File: config.mk
export PLATFORM = sky130hd
export DESIGN_NAME = booth_signed_multiplier_core
export DESIGN_NICKNAME = d
export VERILOG_FILES = /design/src/rtl/bsm_pkg.sv /design/src/rtl/bsm_stage.sv /design/src/rtl/booth_signed_multiplier_core.sv
export VERILOG_INCLUDE_DIRS = /design/src /design/src/rtl
export SDC_FILE = /design/constraint.sdc
export NUM_CORES = 1
export LEC_CHECK = 0
export BUFFER_PORTS_ARGS = -buffer_cell sky130_fd_sc_hd__buf_4
export CAP_MARGIN = 20
export CORE_MARGIN = 10
export CORE_UTILIZATION = 45
export DETAILED_ROUTE_END_ITERATION = 7
export PLACE_DENSITY = 0.61
export SLEW_MARGIN = 20
export SYNTH_ARGS = -nofsm -noshare
export SYNTH_HDL_FRONTEND = slang
export SYNTH_SLANG_ARGS = --single-unit
File: constraint.sdc
create_clock -name clk_i -period 2.6 [get_ports clk_i]
set_input_delay 0.52 -clock clk_i [delete_from_list [all_inputs] [get_ports clk_i]]
set_output_delay 0.52 -clock clk_i [all_outputs]
set_load 0.1 [all_outputs]
File: src/rtl/booth_signed_multiplier_core_assert.svh
// Assertion macros for the Booth multiplier core.
// Used by booth_signed_multiplier_core; no other dependencies.
`ifndef BOOTH_SIGNED_MULTIPLIER_CORE_ASSERT_SVH
`define BOOTH_SIGNED_MULTIPLIER_CORE_ASSERT_SVH

// Same-cycle implication, checked out of reset.
`define BSM_ASSERT_IMPL(lbl, clk, rst_n, ante, cons) \
  lbl: assert property (@(posedge clk) disable iff (!(rst_n)) (ante) |-> (cons)) \
    else $error("booth multiplier check failed");

// Condition that must never hold out of reset.
`define BSM_ASSERT_NEVER(lbl, clk, rst_n, cond) \
  lbl: assert property (@(posedge clk) disable iff (!(rst_n)) !(cond)) \
    else $error("booth multiplier illegal condition");

`endif

File: src/rtl/bsm_pkg.sv
// Shared types, constants and Booth recoding for the multiplier core.
// No dependencies.
package bsm_pkg;

  localparam int unsigned DefaultWidth = 8;

  typedef enum logic [1:0] {
    BOOTH_NONE,
    BOOTH_ADD,
    BOOTH_SUB
  } booth_op_e;

  // Radix-2 recoding of the bit pair (q[i], q[i-1]).
  function automatic booth_op_e booth_decode(input logic cur, input logic prev);
    booth_op_e op;
    op = BOOTH_NONE;
    if (cur && !prev) op = BOOTH_SUB;
    else if (!cur && prev) op = BOOTH_ADD;
    return op;
  endfunction

endpackage

File: src/rtl/bsm_stage.sv
// One Booth iteration as a register stage: add or subtract the shifted multiplicand.
// Depends on bsm_pkg.
module bsm_stage #(
  parameter int unsigned WIDTH = 8,
  parameter int unsigned IDX   = 0
) (
  input  logic                 clk_i,
  input  logic                 rst_ni,
  input  logic                 valid_i,
  input  logic [2*WIDTH-1:0]   acc_i,
  input  logic [WIDTH-1:0]     mcand_i,
  input  logic [WIDTH-1:0]     mplier_i,
  output logic                 valid_o,
  output logic [2*WIDTH-1:0]   acc_o,
  output logic [WIDTH-1:0]     mcand_o,
  output logic [WIDTH-1:0]     mplier_o
);
  import bsm_pkg::*;

  logic               valid_q;
  logic [2*WIDTH-1:0] acc_q, acc_d;
  logic [WIDTH-1:0]   mcand_q, mplier_q;
  logic               prev_bit;
  logic [2*WIDTH-1:0] addend;
  booth_op_e          op;

  if (IDX == 0) begin : g_first
    assign prev_bit = 1'b0;
  end else begin : g_rest
    assign prev_bit = mplier_i[IDX-1];
  end

  assign op     = booth_decode(mplier_i[IDX], prev_bit);
  assign addend = {{WIDTH{mcand_i[WIDTH-1]}}, mcand_i} << IDX;

  always_comb begin
    unique case (op)
      BOOTH_ADD: acc_d = acc_i + addend;
      BOOTH_SUB: acc_d = acc_i - addend;
      default:   acc_d = acc_i;
    endcase
  end

  always_ff @(posedge clk_i or negedge rst_ni) begin
    if (!rst_ni) begin
      valid_q <= 1'b0;
    end else begin
      valid_q <= valid_i;
    end
  end

  // payload needs no reset; valid marks it
  always_ff @(posedge clk_i) begin
    acc_q    <= acc_d;
    mcand_q  <= mcand_i;
    mplier_q <= mplier_i;
  end

  assign valid_o  = valid_q;
  assign acc_o    = acc_q;
  assign mcand_o  = mcand_q;
  assign mplier_o = mplier_q;

endmodule

File: src/rtl/booth_signed_multiplier_core.sv
// Top level of the radix-2 Booth signed multiplier.
// Depends on bsm_pkg, bsm_stage and booth_signed_multiplier_core_assert.svh.
`include "booth_signed_multiplier_core_assert.svh"
// Usage:
//   Command channel: drive multiplicand_i / multiplier_i and pulse start_i.
//   A word is taken on every rising edge with start_i high and busy_o low.
//   busy_o is always low: a new word may be issued every cycle.
//   Result channel: done_o is high for one cycle with product_o holding the
//   2*WIDTH-bit signed product of a word once it has passed through every stage.
// Structure: one Booth iteration per pipeline stage, one WIDTH*2-bit
//   add/subtract per stage.
// Throughput: one product per cycle; WIDTH words can be in flight.
// Ordering: results come out in issue order; no word is dropped.
// Reset: rst_ni low clears all stage valid bits, so no stale done_o pulses
//   appear; words in flight at reset are discarded.
// The receiver cannot hold results off, so the pipeline never stalls.
module booth_signed_multiplier_core #(
  parameter int unsigned WIDTH = bsm_pkg::DefaultWidth
) (
  input  logic                      clk_i,
  input  logic                      rst_ni,
  input  logic                      start_i,
  output logic                      busy_o,
  input  logic signed [WIDTH-1:0]   multiplicand_i,
  input  logic signed [WIDTH-1:0]   multiplier_i,
  output logic                      done_o,
  output logic signed [2*WIDTH-1:0] product_o
);
  import bsm_pkg::*;

  // Stage k sees the state after k Booth iterations.
  logic                 valid_s  [WIDTH+1];
  logic [2*WIDTH-1:0]   acc_s    [WIDTH+1];
  logic [WIDTH-1:0]     mcand_s  [WIDTH+1];
  logic [WIDTH-1:0]     mplier_s [WIDTH+1];

  // Plain signed product of the operands on the command ports.
  logic signed [2*WIDTH-1:0] exp_product;

  assign busy_o      = 1'b0;
  assign valid_s[0]  = start_i;
  assign acc_s[0]    = '0;
  assign mcand_s[0]  = multiplicand_i;
  assign mplier_s[0] = multiplier_i;

  for (genvar k = 0; k < WIDTH; k++) begin : g_stage
    bsm_stage #(
      .WIDTH (WIDTH),
      .IDX   (k)
    ) u_stage (
      .clk_i    (clk_i),
      .rst_ni   (rst_ni),
      .valid_i  (valid_s[k]),
      .acc_i    (acc_s[k]),
      .mcand_i  (mcand_s[k]),
      .mplier_i (mplier_s[k]),
      .valid_o  (valid_s[k+1]),
      .acc_o    (acc_s[k+1]),
      .mcand_o  (mcand_s[k+1]),
      .mplier_o (mplier_s[k+1])
    );
  end

  // Last stage register drives the result ports directly.
  assign done_o    = valid_s[WIDTH];
  assign product_o = acc_s[WIDTH];

  // Both operands sign-extend to 2*WIDTH bits in this context.
  assign exp_product = multiplicand_i * multiplier_i;

  // A result always traces back to a command that passed through every stage.
  `BSM_ASSERT_IMPL(a_done_has_cmd, clk_i, rst_ni, done_o, $past(start_i, WIDTH))

  // The product matches a plain signed multiply of the issued operands.
  `BSM_ASSERT_IMPL(a_product_exact, clk_i, rst_ni, done_o, product_o == $past(exp_product, WIDTH))

endmodule

* Word level (Yosys, flattened, before mapping) *
Cells that the tools add are included.
Widths: inputs -> output; s select.

storage, ports and cells
  register bits = 248
  word-level logic and storage cells = 112

cells by class
  $add $sub $neg = 15
  equality and inequality tests = 16
  mux-type cells = 23
  reductions and logical operators = 28

operators by type and width
  kind                 count
  $pmux 16 s2          8
  $add 16x16->16       7
  $sub 16x16->16       7
  $eq 2x1->1 const B   8
  $eq 2x2->1 const B   8
  $mux 2               8
  $logic_and 1x1->1    14
  $logic_not 1->1      14
  $sub 1x8->9 const A  1
  $mux 1               7

* Longest topological paths before layout *
  word-level depth = 6
  mapped depth = 14
  mapped depth without buffers = 13

* By module *
A second synthesis with hierarchy kept.

second synthesis, totals
  cell total of the unflattened synthesis = 1348
  area, all modules = 12912.4 um^2

modules (own cells, without submodules)
  module                          instances  cells an instance  area each (um^2)
  bsm_stage (g_stage[0].u_stage)  1          206                1908.1
  bsm_stage (g_stage[1].u_stage)  1          208                1853.0
  bsm_stage (g_stage[2].u_stage)  1          181                1691.6
  bsm_stage (g_stage[4].u_stage)  1          170                1684.1
  bsm_stage (g_stage[3].u_stage)  1          165                1557.7
  bsm_stage (g_stage[5].u_stage)  1          155                1501.4
  bsm_stage (g_stage[6].u_stage)  1          133                1365.1
  bsm_stage (g_stage[7].u_stage)  1          128                1340.0
  booth_signed_multiplier_core    1          2                  11.3

* Worst setup path before layout *
OpenSTA, ideal clock, no wires.

  kind = register to register
  start point = register g_stage[3].u_stage.mplier_q[3]
  end point = register g_stage[4].u_stage.acc_q[15]
  setup time = 0.092 ns
  arrival time = 2.669 ns
  setup slack = -0.162 ns
  cell stages (with the launch flop) = 13
  buffers on the path = 1
  clock period less this slack = 2.762 ns
  cell sequence = dfxtp_1 > inv_1 > ha_1 > clkbuf_1 > mux2i_1 > ha_1 > nand2b_1 > a21oi_1 > o41a_1 > o41a_1 > a31oi_1 > xor2_1 > o32ai_1

between the ends
  word-level cells in the longest chain between the ends = 5
  elaborated cells between the ends (all ways) = 8
  those cells by class = eq/ne: 2; mux: 3; reduce/logical: 3

RTL lines
  item                                                  line                          source
  from (decl)                                           bsm_stage.sv:22               logic [WIDTH-1:0] mcand_q, mplier_q;
  from (signal assigned)                                bsm_stage.sv:56               mplier_q <= mplier_i;
  $logic_and 1x1->1 or $logic_not 1->1 (tied branches)  bsm_pkg.sv:18, bsm_pkg.sv:17
  $mux 1 or $logic_and 1x1->1 (tied branches)           bsm_pkg.sv:18, bsm_pkg.sv:17
  $mux 2 (*)                                            bsm_pkg.sv:17                 if (cur && !prev) op = BOOTH_SUB;
  $eq 2x2->1 or $eq 2x1->1 (tied branches)              bsm_stage.sv:37               unique case (op)
  $pmux 16 s2 (*)                                       bsm_stage.sv:37
  via g_stage[4].u_stage.acc_d[15]                      bsm_stage.sv:21               logic [2*WIDTH-1:0] acc_q, acc_d;
  to (signal assigned)                                  bsm_stage.sv:54               acc_q <= acc_d;
  to (decl)                                             bsm_stage.sv:21

Mark *: on every way through the listed nets, which the timed path passes. The rest lies on a longest branch.

* Final worst setup path *
  start point = register g_stage[3].u_stage.mcand_q[1]
  end point = register g_stage[4].u_stage.acc_q[15]

between the ends
  word-level cells in the longest chain between the ends = 2
  elaborated cells between the ends (all ways) = 3
  those cells by class = add/sub: 2; mux: 1

RTL lines
  item                                              line                              source
  from (decl)                                       bsm_stage.sv:22
  from (signal assigned)                            bsm_stage.sv:55                   mcand_q <= mcand_i;
  $sub 16x16->16 or $add 16x16->16 (tied branches)  bsm_stage.sv:39, bsm_stage.sv:38
  $pmux 16 s2 (*)                                   bsm_stage.sv:37
  via g_stage[4].u_stage.acc_d[15]                  bsm_stage.sv:21

Marks and branches as above.

==> out/metrics.cfg <==
[cells_and_area]
nets = 1417
final_util_pct = 61.4
final_cell_mix = buf_4, dfxtp_1, nand2_1
syn2layout_area_growth_pct = 33.8
layout-drive-gt1-share_pct = 32.6
final_common_cell = buf_4
fin_cells = 1602
num-fill-cells = 1863
antennaDiodeCount = 0

[synth]
yosysWarnings = 0
synth.distinct_cells = 59
synth-seq-cells = 220
ys.flop_type = dfxtp_1
synth_area_leaders = dfxtp_1, ha_1, xnor2_1, o21ai_0, a21oi_1
seq_area_frac_synth_pct = 42.7
synth_area_leader_cell = dfxtp_1
synthArstFlopShare_pct = 3.64
synth_nets = 1218
synth_top_area_share_pct = 40.8
synth-edff-count = 0
syn_avg_cell_area_um2 = 9.47
syn_inst = 1100
syn_area_um2 = 10400

[die]
start_util_pct = 45.9
core_area_um2 = 22700
io_pins = 37
die_area_um2 = 29600
fp.dieW_um = 172
dieHeight_um = 172
rows = 55

[critical_path]
critPathTopFamily = compound AO/OA/AOI/OAI gates
r2r_slack_ns = -0.08
critical-path-max-stage-delay_ns = 0.39
crit_slowest_cell = o41a_1
critical_path_class = register to register
cp-start-kind = register
crit_arrival_ns = 3.10
cp.required_ns = 3.03
crit_fanout = 3
cp-end-kind = register
cp_cell_sequence = inv_2, ha_4, nor2b_4, a21oi_2, xnor2_1, ha_1, o21a_1, o21a_1, o41a_1, o41a_1, a31oi_1, xor2_1, o32ai_1
path_buf_inv = 1

[grt]
grt_first_pass_wirelength_mm = 35.6
track_usage_pct = 14.3
antenna_found_initial = 0
grt_pass1_vias = 8011
overflow = 0
grt_max_degree = 28

[sta]
layout_setup_ws_ns = -0.0764
fmax_mhz = 374
finalHoldViolCount = 0
tns_ns = -0.178
finClkSkew_ns = 0.00803
finalSetupViolCount = 3
drv_slew = 0
rsz0062_at_grt = yes
fin_crit_sh_pct = 103
finalCriticalPeriod_ns = 2.68
whs_ns = 0.104

[routing]
totalWireLength_mm = 22.3
viasPerCell = 5.11
ant_nets = 0
drt_first_pass_iters = 5
drt-initial-drc-count = 314
num_vias = 8193
drc = 0
wl_per_cell_um = 13.9

[run_status]
violations = negative setup slack
outcome = finished, violations left

[clock_network]
h-tree-depth = 1
clock_path_buffers = 3
path_clk_slew_ns = 0.06
cts_sinks = 220
insertion_delay_ns = 0.52
clock-root-buffer = clkbuf_16
cts_buffers = 25
cts_tree = yes

[placement]
dp.cells = 1535
pre_cts_ws_ns = -0.222
hpwl_mm = 16.1
io_buffers = 35
place_congestion = 0.825

[flow_run]
cap_violations = 0

[min_path]
min_path_type = input port to register

[power_and_ir_drop]
powerDensity_nw_per_um2 = 1080
peakVddDrop_uv = 588
p_leak_nw = 6.11

per-stage QoR:
step	area [µm²]	total power, mW
6_report	13900	15.1
5_1_grt	13900	16.1
4_1_cts	13200	14.7
3_5_place_dp	12000	10.7
3_3_place_gp	12000	10.6
2_1_floorplan	10500	9.01
logic make-up after synthesis:
kind of cell	share of synthesized area, %
AND/OR/NAND/NOR	13.0
AO/OA/AOI/OAI	15.9
flip-flops	42.7
buffers and inverters	4.65
adder cells (fa/ha/maj)	12.4
XOR/XNOR	7.82
multiplexers	3.51
other	0.0360
where the power goes:
group	internal [mW]	switching, mW	total [mW]
Combinational	3.13	3.50	6.63
Clock	2.44	1.40	3.84
Sequential	4.20	0.435	4.63
Total	9.76	5.34	15.1
registers in the layout (all words and copies together) (netlist names):
name                      flops
g_stage.u_stage.mcand_o      56
g_stage.u_stage.mplier_o     35
g_stage.u_stage.acc_o       121
g_stage.u_stage.valid_o       8
worst register-to-register path, cell delays in order, from the launching register on:
cell	delay [ns]
dfxtp_2	0.35
inv_2	0.05
ha_4	0.15
nor2b_4	0.12
a21oi_2	0.13
xnor2_1	0.13
ha_1	0.26
o21a_1	0.18
o21a_1	0.16
o41a_1	0.13
o41a_1	0.39
a31oi_1	0.23
xor2_1	0.10
o32ai_1	0.21
final timing paths:
kind                                                            start                                     end  cells after the start
worst max-delay path            g_stage[3].u_stage.mcand_o[1]$_DFF_P_    g_stage[4].u_stage.acc_o[15]$_DFF_P_                     13
worst min-delay path                                  multiplier_i[2]  g_stage[0].u_stage.mplier_o[2]$_DFF_P_                      1
worst max register to register  g_stage[3].u_stage.mcand_o[1]$_DFF_P_    g_stage[4].u_stage.acc_o[15]$_DFF_P_                     13
worst min register to register    g_stage[2].u_stage.acc_o[0]$_DFF_P_     g_stage[3].u_stage.acc_o[0]$_DFF_P_                      0
max in group asynchronous                                      rst_ni    g_stage[5].u_stage.valid_o$_DFF_PN0_                      2
min in group asynchronous                                      rst_ni    g_stage[3].u_stage.valid_o$_DFF_PN0_                      2
Yosys cell counts, types with 5 or more instances:
cell type  count
inv_1         67
nor2b_1       10
a31oi_1       14
nor3b_1       12
fa_1           7
nor3_1        34
a311oi_1       6
nand2_1       77
nand3b_1       5
buf_4         17
ha_1          92
nor2_1        69
o31ai_1       18
mux2i_1       23
and2_1        10
o211ai_1       6
clkbuf_1      26
xnor2_1       70
o21ai_0       75
a211oi_1      11
nand2b_1      16
mux2_2        10
dfxtp_1      212
a21oi_1       68
a21o_1        15
nor4b_1        6
nand3_1       12
xor2_1        23
dfrtp_1        8
o21a_1        17
and3_1         8
final cells by class:
cell class              instances  area [µm²]  share of cell area (%)
clock buffers                  28         667                    4.79
clock inverters                17         246                    1.77
inverters                      67         251                    1.80
multi-input cells             768        6270                    45.0
flip-flops and latches        220        4470                    32.1
well taps                     285         357                    2.56
repair buffers                217        1670                    12.0
metal layers:
metal	GRT usage (%)	wire, µm
met1	14.6	8980
met2	28.9	12300
met3	2.28	529
met4	4.16	497
met5	0	0
what timing repair did:
action,in CTS,in global routing
hold endpoints to repair,8,0
resized for setup,54,161
pin swaps,17,88
setup endpoints to repair,23,34
cloned,0,0
buffers inserted,2,20
hold buffers,1,0
Note: power is estimated with default switching activity, not from simulation.
